## config.mk

```make
export PLATFORM = sky130hd
export DESIGN_NAME = four_channel_led_dimmer_registers
export DESIGN_NICKNAME = d
export VERILOG_FILES = /design/src/rtl/ldd_pkg.sv /design/src/rtl/four_channel_led_dimmer_registers.sv
export VERILOG_INCLUDE_DIRS = /design/src /design/src/rtl
export SDC_FILE = /design/constraint.sdc
export NUM_CORES = 1
export LEC_CHECK = 0
export BUFFER_PORTS_ARGS = -buffer_cell sky130_fd_sc_hd__buf_2
export CAP_MARGIN = 40
export CORE_ASPECT_RATIO = 1.75
export CORE_MARGIN = 5
export CORE_UTILIZATION = 40
export CTS_BUF_LIST = sky130_fd_sc_hd__clkbuf_8
export CTS_CLUSTER_SIZE = 25
export DETAILED_ROUTE_END_ITERATION = 6
export PLACE_DENSITY_LB_ADDON = 0.25
export SYNTH_ARGS = -nofsm -noshare
export SYNTH_HDL_FRONTEND = slang
export SYNTH_SLANG_ARGS = --single-unit
```

## constraint.sdc

```tcl
create_clock -name clk -period 7.4 [get_ports clk]
set_input_delay 1.48 -clock clk [delete_from_list [all_inputs] [get_ports clk]]
set_output_delay 1.48 -clock clk [all_outputs]
set_load 0.05 [all_outputs]
```

## src/rtl/assert_macros.svh

```systemverilog
// Assertion macros shared by the RTL; they compile to nothing for synthesis.
`ifndef ASSERT_MACROS_SVH
`define ASSERT_MACROS_SVH
`ifndef SYNTHESIS
`define ASSERT_CLK(lbl, clk, rst_n, prop, msg) \
  lbl: assert property (@(posedge clk) disable iff (!rst_n) (prop)) else $error(msg);
`define ASSERT_CLK_ALWAYS(lbl, clk, prop, msg) \
  lbl: assert property (@(posedge clk) (prop)) else $error(msg);
`else
`define ASSERT_CLK(lbl, clk, rst_n, prop, msg)
`define ASSERT_CLK_ALWAYS(lbl, clk, prop, msg)
`endif
`endif

```

## src/rtl/ldd_pkg.sv

```systemverilog
// Types and constants for the four-channel LED dimmer register block.
package ldd_pkg;

  typedef struct packed {
    logic [1:0] mode;
    logic [7:0] byte_value;
  } in_t;

  typedef struct packed {
    logic [13:0] led0_compare;
    logic [13:0] led1_compare;
    logic [13:0] led2_compare;
    logic [13:0] led3_compare;
    logic [3:0]  blink_enables;
    logic        asleep;
  } out_t;

  // Bus event codes.
  localparam logic [1:0] EVT_CONTROL = 2'd0;
  localparam logic [1:0] EVT_DATA    = 2'd1;
  localparam logic [1:0] EVT_STOP    = 2'd2;

  // Auto-increment codes.
  localparam logic [2:0] INC_NONE         = 3'd0;
  localparam logic [2:0] INC_ALL          = 3'd4;
  localparam logic [2:0] INC_BRIGHT       = 3'd5;
  localparam logic [2:0] INC_GROUP        = 3'd6;
  localparam logic [2:0] INC_BRIGHT_GROUP = 3'd7;

  // Register indices.
  localparam logic [3:0] REG_MODE1   = 4'd0;
  localparam logic [3:0] REG_MODE2   = 4'd1;
  localparam logic [3:0] REG_PWM0    = 4'd2;
  localparam logic [3:0] REG_PWM1    = 4'd3;
  localparam logic [3:0] REG_PWM2    = 4'd4;
  localparam logic [3:0] REG_PWM3    = 4'd5;
  localparam logic [3:0] REG_GRPPWM  = 4'd6;
  localparam logic [3:0] REG_GRPFREQ = 4'd7;
  localparam logic [3:0] REG_LEDOUT  = 4'd8;

  // LEDOUT channel codes.
  localparam logic [1:0] LED_OFF   = 2'd0;
  localparam logic [1:0] LED_FULL  = 2'd1;
  localparam logic [1:0] LED_PWM   = 2'd2;
  localparam logic [1:0] LED_BLINK = 2'd3;

  localparam logic [7:0]  MODE1_RESET   = 8'b1001_0001;
  localparam int          SLEEP_BIT     = 4;
  localparam int          INVERT_BIT    = 4;
  localparam logic [7:0]  PWM_MAX       = 8'd255;
  localparam logic [13:0] PWM_STEP      = 14'd40;

endpackage

```

## src/rtl/four_channel_led_dimmer_registers.sv

```systemverilog
// Four-channel LED dimmer register file with bus write front end and output decode.
// Throughput: one bus event per cycle; in_ready = !out_valid || out_ready.
// A stop event's result is registered on out_data the cycle after it is accepted.
// Data events write the register file, control events the pointer, when accepted.
// Reset (synchronous, rst_n low) sets MODE1 to 0x91, all other registers, the
// pointer, the increment mode and the blink flags to zero, and empties the output.
`include "assert_macros.svh"

module four_channel_led_dimmer_registers #(
  parameter int FULL_SCALE     = 10200,
  parameter int REGISTER_COUNT = 13
) (
  input  logic          clk,
  input  logic          rst_n,
  input  logic          in_valid,
  output logic          in_ready,
  input  ldd_pkg::in_t  in_data,
  output logic          out_valid,
  input  logic          out_ready,
  output ldd_pkg::out_t out_data
);
  import ldd_pkg::*;

  localparam logic [3:0]  REG_LAST     = 4'(REGISTER_COUNT - 1);
  localparam logic [13:0] FULL_CMP     = 14'(FULL_SCALE);

  logic [7:0] regfile_r [REGISTER_COUNT];
  logic [7:0] regfile_nxt [REGISTER_COUNT];
  logic [3:0] ptr_r, ptr_nxt;
  logic [2:0] inc_r, inc_nxt;
  logic       done_r, done_nxt;
  logic [3:0] blink_r, blink_nxt;
  logic       out_valid_r, out_valid_nxt;
  out_t       out_data_r, out_data_nxt;

  logic       accept;
  logic       wr_en;
  logic [7:0] pwm [4];
  logic [13:0] cmp [4];
  logic [3:0]  flags;

  function automatic logic [3:0] step_ptr(input logic [3:0] ptr, input logic [3:0] limit,
                                          input logic [3:0] start);
    logic [4:0] nxt;
    nxt = {1'b0, ptr} + 5'd1;
    if (nxt > {1'b0, limit}) begin
      return start;
    end
    return nxt[3:0];
  endfunction

  assign in_ready = !out_valid_r || out_ready;
  assign accept   = in_valid && in_ready;

  // Output decode from the register file as it stands when the stop arrives.
  always_comb begin
    logic [13:0] bright;
    logic [1:0]  code;
    pwm[0] = regfile_r[REG_PWM0];
    pwm[1] = regfile_r[REG_PWM1];
    pwm[2] = regfile_r[REG_PWM2];
    pwm[3] = regfile_r[REG_PWM3];
    flags  = '0;
    for (int ch = 0; ch < 4; ch++) begin
      if (regfile_r[REG_MODE2][INVERT_BIT]) begin
        bright = {6'd0, pwm[ch]} * PWM_STEP;
      end else begin
        bright = {6'd0, PWM_MAX - pwm[ch]} * PWM_STEP;
      end
      code = regfile_r[REG_LEDOUT][2*ch +: 2];
      case (code)
        LED_OFF:  cmp[ch] = '0;
        LED_FULL: cmp[ch] = FULL_CMP;
        default:  cmp[ch] = bright;
      endcase
      flags[ch] = (code == LED_BLINK);
    end
  end

  always_comb begin
    ptr_nxt       = ptr_r;
    inc_nxt       = inc_r;
    done_nxt      = done_r;
    blink_nxt     = blink_r;
    wr_en         = 1'b0;
    out_data_nxt  = out_data_r;
    out_valid_nxt = out_valid_r && !out_ready;

    if (accept) begin
      unique case (in_data.mode)
        EVT_CONTROL: begin
          inc_nxt  = in_data.byte_value[7:5];
          ptr_nxt  = in_data.byte_value[3:0];
          done_nxt = 1'b0;
        end
        EVT_DATA: begin
          case (inc_r)
            INC_NONE: begin
              wr_en    = !done_r;
              done_nxt = 1'b1;
            end
            INC_ALL: begin
              wr_en   = 1'b1;
              ptr_nxt = step_ptr(ptr_r, REG_LAST, REG_MODE1);
            end
            INC_BRIGHT: begin
              wr_en   = 1'b1;
              ptr_nxt = step_ptr(ptr_r, REG_PWM3, REG_PWM0);
            end
            INC_GROUP: begin
              wr_en   = 1'b1;
              ptr_nxt = step_ptr(ptr_r, REG_GRPFREQ, REG_GRPPWM);
            end
            INC_BRIGHT_GROUP: begin
              wr_en   = 1'b1;
              ptr_nxt = step_ptr(ptr_r, REG_GRPFREQ, REG_PWM0);
            end
            default: ;
          endcase
        end
        EVT_STOP: begin
          out_valid_nxt = 1'b1;
          if (regfile_r[REG_MODE1][SLEEP_BIT]) begin
            out_data_nxt.led0_compare  = '0;
            out_data_nxt.led1_compare  = '0;
            out_data_nxt.led2_compare  = '0;
            out_data_nxt.led3_compare  = '0;
            out_data_nxt.blink_enables = blink_r;
            out_data_nxt.asleep        = 1'b1;
          end else begin
            out_data_nxt.led0_compare  = cmp[0];
            out_data_nxt.led1_compare  = cmp[1];
            out_data_nxt.led2_compare  = cmp[2];
            out_data_nxt.led3_compare  = cmp[3];
            out_data_nxt.blink_enables = flags;
            out_data_nxt.asleep        = 1'b0;
            blink_nxt                  = flags;
          end
        end
        default: ;
      endcase
    end
  end

  // Pointers at or beyond the register count match no entry, so the write is dropped.
  always_comb begin
    for (int i = 0; i < REGISTER_COUNT; i++) begin
      regfile_nxt[i] = regfile_r[i];
      if (wr_en && ptr_r == 4'(i)) begin
        regfile_nxt[i] = in_data.byte_value;
      end
    end
  end

  always_ff @(posedge clk) begin
    if (!rst_n) begin
      for (int i = 0; i < REGISTER_COUNT; i++) begin
        regfile_r[i] <= (4'(i) == REG_MODE1) ? MODE1_RESET : 8'd0;
      end
      ptr_r       <= '0;
      inc_r       <= INC_NONE;
      done_r      <= 1'b0;
      blink_r     <= '0;
      out_valid_r <= 1'b0;
    end else begin
      for (int i = 0; i < REGISTER_COUNT; i++) begin
        regfile_r[i] <= regfile_nxt[i];
      end
      ptr_r       <= ptr_nxt;
      inc_r       <= inc_nxt;
      done_r      <= done_nxt;
      blink_r     <= blink_nxt;
      out_valid_r <= out_valid_nxt;
    end
  end

  always_ff @(posedge clk) begin
    out_data_r <= out_data_nxt;
  end

  assign out_valid = out_valid_r;
  assign out_data  = out_data_r;

  `ASSERT_CLK(a_stop_gives_result, clk, rst_n, accept && in_data.mode == EVT_STOP |=> out_valid_r, "stop transaction produced no result")
  `ASSERT_CLK(a_no_spurious_result, clk, rst_n, accept && in_data.mode != EVT_STOP |=> !out_valid_r, "result appeared without a stop transaction")
  `ASSERT_CLK(a_sleep_zero, clk, rst_n, out_valid_r && out_data_r.asleep |-> out_data_r.led0_compare == '0 && out_data_r.led1_compare == '0 && out_data_r.led2_compare == '0 && out_data_r.led3_compare == '0, "sleeping result carries a non-zero compare")

endmodule
```

; ---- After elaboration in Yosys (flattened, before gate mapping)
; Memory sizes are Yosys's and may differ from the RTL's.
; Index checks and enable logic that the tools add are counted.
[op_classes]
reduce_logical = 46
n_mul = 8
n_mux = 69
addsub = 5
n_lt_le_gt_ge = 3
n_bitwise = 14
eq_ne = 41
[op_table]
columns = cell, n
row1 = $mux W8, 26
row2 = $pmux W14 S2, 4
row3 = $mul A8 B3 Y11 const B, 8
row4 = $mux W14, 4
row5 = $mux W4, 8
row6 = $sub A8 B8 Y8 const A, 4
row7 = $reduce_and A2 Y1, 15
row8 = $mux W1, 22
row9 = $eq A4 B4 Y1 const B, 5
row10 = $eq A4 B3 Y1 const B, 4
row11 = $pmux W4 S4, 1
row12 = $logic_and A1 B1 Y1, 15
row13 = $ne A1 B1 Y1 const B, 13
row14 = $or A1 B1 Y1, 13
row15 = $eq A3 B3 Y1 const B, 4
row16 = $eq A2 B1 Y1 const B, 5
row17 = $eq A2 B2 Y1 const B, 5
row18 = $gt A5 B3 Y1 const B, 2
row19 = $logic_not A2 Y1, 5
row20 = $reduce_and A3 Y1, 3
row21 = $eq A4 B2 Y1 const B, 2
row22 = $pmux W4 S2, 1
row23 = $add A4 B1 Y5 const B, 1
row24 = $gt A5 B4 Y1 const B, 1
row25 = 12 further kinds, 15
[word_totals]
out_inout_bits = 63
wordCells = 198
reg_bits = 74
in_bits = 14
n_memories = 1
mem_bits_rw = 104
[memory_table]
columns = memory, words, word_bits, read_ports, rd_ports_with_merged_regs, write_ports, line
row1 = regfile_r, 13, 8, 7, 0, 13, four_channel_led_dimmer_registers.sv:27  ; logic [7:0] regfile_r [REGISTER_COUNT];

; ---- Depth between registers and ports, before layout
[logic_depth]
ltp_word = 9
mapped_depth = 10
ltp_nobuf = 10

; ---- Least setup slack after synthesis
; OpenSTA, ideal clock, no wires.
[synth_timing]
path_type = in2reg
startpoint = in out_ready
endpoint = reg out_data_r (netlist bit out_data[0]), enable pin
arrival_ps = 3296
t_required_ps = 6997
setup_ps = 403
setup_slack_ps = 3700
path_stages = 3
path_cell_list = nand2b_1 -> nand4b_1 -> inv_1
[synth_between]
elab_chain_cells = 3
[synth_lines]
columns = item, line
row1 = "start, declared", four_channel_led_dimmer_registers.sv:19  ; input logic out_ready,
row2 = $logic_or A1 B1 Y1, four_channel_led_dimmer_registers.sv:52  ; assign in_ready = !out_valid_r || out_ready;
row3 = $logic_and A1 B1 Y1, four_channel_led_dimmer_registers.sv:53  ; assign accept = in_valid && in_ready;
row4 = $reduce_and A2 Y1 (no source line), n/a
row5 = "end signal, assigned", four_channel_led_dimmer_registers.sv:178  ; out_data_r <= out_data_nxt;
row6 = "end, declared", four_channel_led_dimmer_registers.sv:34  ; out_t out_data_r, out_data_nxt;
; Every way passes these cells.
; A chain may end at the register's enable or synchronous reset.

; ---- Worst setup path after layout
[layout_timing]
startpoint = in out_ready
endpoint = out in_ready
[layout_between]
elab_chain_cells = 1
[layout_lines]
columns = item, line
row1 = $logic_or A1 B1 Y1, four_channel_led_dimmer_registers.sv:52
row2 = "end, declared", four_channel_led_dimmer_registers.sv:16  ; output logic in_ready,
; Every way passes these cells.

==> flow_summary.yaml <==
flow_run:
  cap_violations: 0
min_path:
  hp-class: "register to register"
floorplan:
  row_count: 66
  die_area_um2: 21500
  die_h_um: 190.3
  ios: 77
  initial_core_util_pct: 40.34
  dieWidth_um: 113.0
  coreArea_um2: 18420
power_and_ir_drop:
  seqPwrFrac_pct: 46.0
  internal_power_mw: 1.024
  p_sw_share_pct: 31.98
  power.switching_mw: 0.4817
  leakage_nw: 3.436
  finalPower_mw: 1.506
  vdd_drop_max_mv: 0.1064
  clkPwrFrac_pct: 26.0
  combPwrFrac_pct: 28.0
  power_density_nw_per_um2: 184.5
sta:
  rsz0062_at_grt: "no"
  hold_violations: 0
  min_period_ns: 3.517
  finalSetupViolCount: 0
  clock_skew_ns: 0.01249
  tns_ns: 0
  drv_slew: 0
  fin_crit_sh_pct: 47.53
  clock.fmax_mhz: 284.3
  timing.max_slew.rel_slack_pct: 43.95
  tightestPinTransition_ns: 0.8407
global_routing:
  track_usage_pct: 15.63
  antenna_found_initial: 0
  grt_pass1_vias: 5551
  grt_start_max_net_pins: 71
  grt_overflow: 0
  grt_pass1_wl_um: 26670
detailed_routing:
  drt_iter0_markers: 219
  wl_per_cell_um: 15.90
  drc: 0
  drt_wl_total_um: 16270
  num_vias: 5404
  first_pass_iters: 4
  vias_per_cell: 5.283
  ant_nets: 0
setup_path:
  crit_path_frequent_cell: "buf_2"
  critical_path.cell_chain: "buf_2, nand2b_1, buf_2"
  crit_slowest_cell: "buf_2"
  worstPathMaxFanout: 6
  critPathCaptureType: "output port"
  worst-setup-path-type: "input pin to output port"
  critPathRequiredTime_ns: 5.92
  critPathTopFamily: "buffers and inverters"
  critPathLaunchType: "input pin"
  crit_buf_inv: 2
  slowest_delay_ns: 0.30
  ff2ff_setup_slack_ns: 4.74
  cp_data_arrival_time_ns: 2.04
yosys:
  ys_seq_elements: 104
  yosysWarnings: 0
  ys.flop_type: "edfxtp_1"
  netlist-cell-type-count: 60
  syn_inst: 721
  ys_async_sr_fraction_pct: 0
  syn_area_per_cell_um2: 10.30
  synth-edff-count: 91
  synth_seq_area_share_pct: 40.29
  syn-cell-area_um2: 7428
cts:
  cts_buffer_depth: 2
  numCtsBuffers: 9
  post_cts_buffers: 0
  cts.sinks: 104
  cts.reportedPaths.clkPinSlew_ns: 0.11
  cts_root_buf: "clkbuf_8"
  htree_levels: 3
  clkLatencyLatePin_ns: 0.37
  cts_tree: "yes"
  postCtsHoldBufs: 0
  cts.repair.resized: 0
place:
  place.gp.congestion: 0.8676
  io_buffers: 64
  place_hpwl_um: 12750
layout:
  multiInputGateArea_um2: 4023
  area.growth.synth_to_final_pct: 9.870
  drive_gt1_share_pct: 13.76
  final_nets: 903
  regArea_um2: 2993
  nFillCells: 1777
  antenna_cells: 0
outcome:
  outcome: "complete, no violations"
-- layout make-up --
| cell class | instances | area share, % |
|---|---|---|
| inverters | 71 | 3.265 |
| clock inverters | 7 | 1.073 |
| flip-flops and latches | 104 | 36.67 |
| clock buffers | 9 | 1.518 |
| repair buffers | 69 | 4.538 |
| multi-input cells | 525 | 49.29 |
| well taps | 238 | 3.649 |
-- power by group through the flow --
stage / sequential, mW / clock, mW / combinational (mW)
finish: 0.693 / 0.392 / 0.421
global route: 0.698 / 0.429 / 0.474
CTS: 0.694 / 0.411 / 0.426
detailed placement: 0.707 / 0 / 0.423
global placement: 0.707 / 0 / 0.415
floorplan: 0.732 / 0 / 0.303
-- per-stage QoR --
stage	hold slack (ns)	cells	area (um^2)	setup WS (ns)	utilization (%)
5_1_grt	0.5051	1023	8162	3.837	44.32
3_3_place_gp	0.4683	1003	7908	3.763	42.94
4_1_cts	0.4842	1023	8162	3.878	44.32
6_report	0.4863	1023	8162	3.883	44.32
3_5_place_dp	0.4682	1007	7950	3.881	43.17
2_1_floorplan	0.4491	732	7470	3.700	-
-- cells in the mapped netlist, types with 13 or more instances --
cell	number	area, um^2
inv_1	71	266.5
nand2b_1	25	156.4
ha_1	101	1264
a211oi_1	15	112.6
a21oi_1	44	220.2
nand2_1	26	97.59
nor2_1	42	157.7
o21ai_0	62	310.3
dfxtp_1	13	260.3
and2_1	17	106.4
edfxtp_1	91	2733
nor2b_1	15	93.84
-- cells by family (layout without fill, tap and decap cells) --
group	after synthesis	count (layout)	share of synthesized area [%]
buf+inv	103	156	6.114
xor+xnor	17	17	2.004
mux	19	19	2.712
other cells	1	12	0.05048
simple gates	171	171	12.26
fa+ha+maj	109	109	19.17
flops	104	104	40.29
compound gates	197	197	17.40
-- worst register-to-register path, cell delays in order (launching register included) --
cell and delay, ns:
edfxtp_1 0.44, inv_1 0.12, ha_1 0.27, ha_1 0.32, a211oi_1 0.32, o21bai_1 0.15
a21oi_1 0.21, mux2_2 0.35, a211o_1 0.23
-- path summary, 6_finish.rpt --
path / startpoint / endpoint / cells after the start
max: out_ready / in_ready / 3
min: blink_r[1] / blink_r[1] / 2
max reg2reg: regfile_r[0][44] / out_data[16] / 8
min reg2reg: blink_r[1] / blink_r[1] / 2
-- state kept, by name, indices dropped and copies added (netlist names) --
register	cells
blink_r	4
done_r	1
inc_r	3
out_data	49
out_valid	1
ptr_r	4
regfile_r	42
-- cell usage in the layout (no fill, tap or decap), types with 7 or more instances in the layout --
cell type / count
ha_1: 101
edfxtp_1: 91
inv_1: 72
buf_2: 67
o21ai_0: 62
a21oi_1: 44
nor2_1: 42
nand2_1: 26
nand2b_1: 25
and2_1: 17
nor2b_1: 15
a211oi_1: 15
dfxtp_1: 13
conb_1: 12
nor3_1: 11
a21o_1: 10
mux2i_1: 10
mux2_2: 9
xor2_1: 9
clkbuf_8: 9
o21bai_1: 8
xnor2_1: 8
fa_1: 8
or3_1: 7
nand3_1: 7
-- metal layers --
layer  GRT usage, %  routed length [um]  up-vias  share of wire, %
met5              0                   0        -                 0
met2          29.91                8698      108                53
li1               -                   -     2725                 -
met1          16.00                6267     2526                39
met3          2.318                 550       45               3.4
met4          8.283                 750        0               4.6
(Power assumes the default switching activity.)
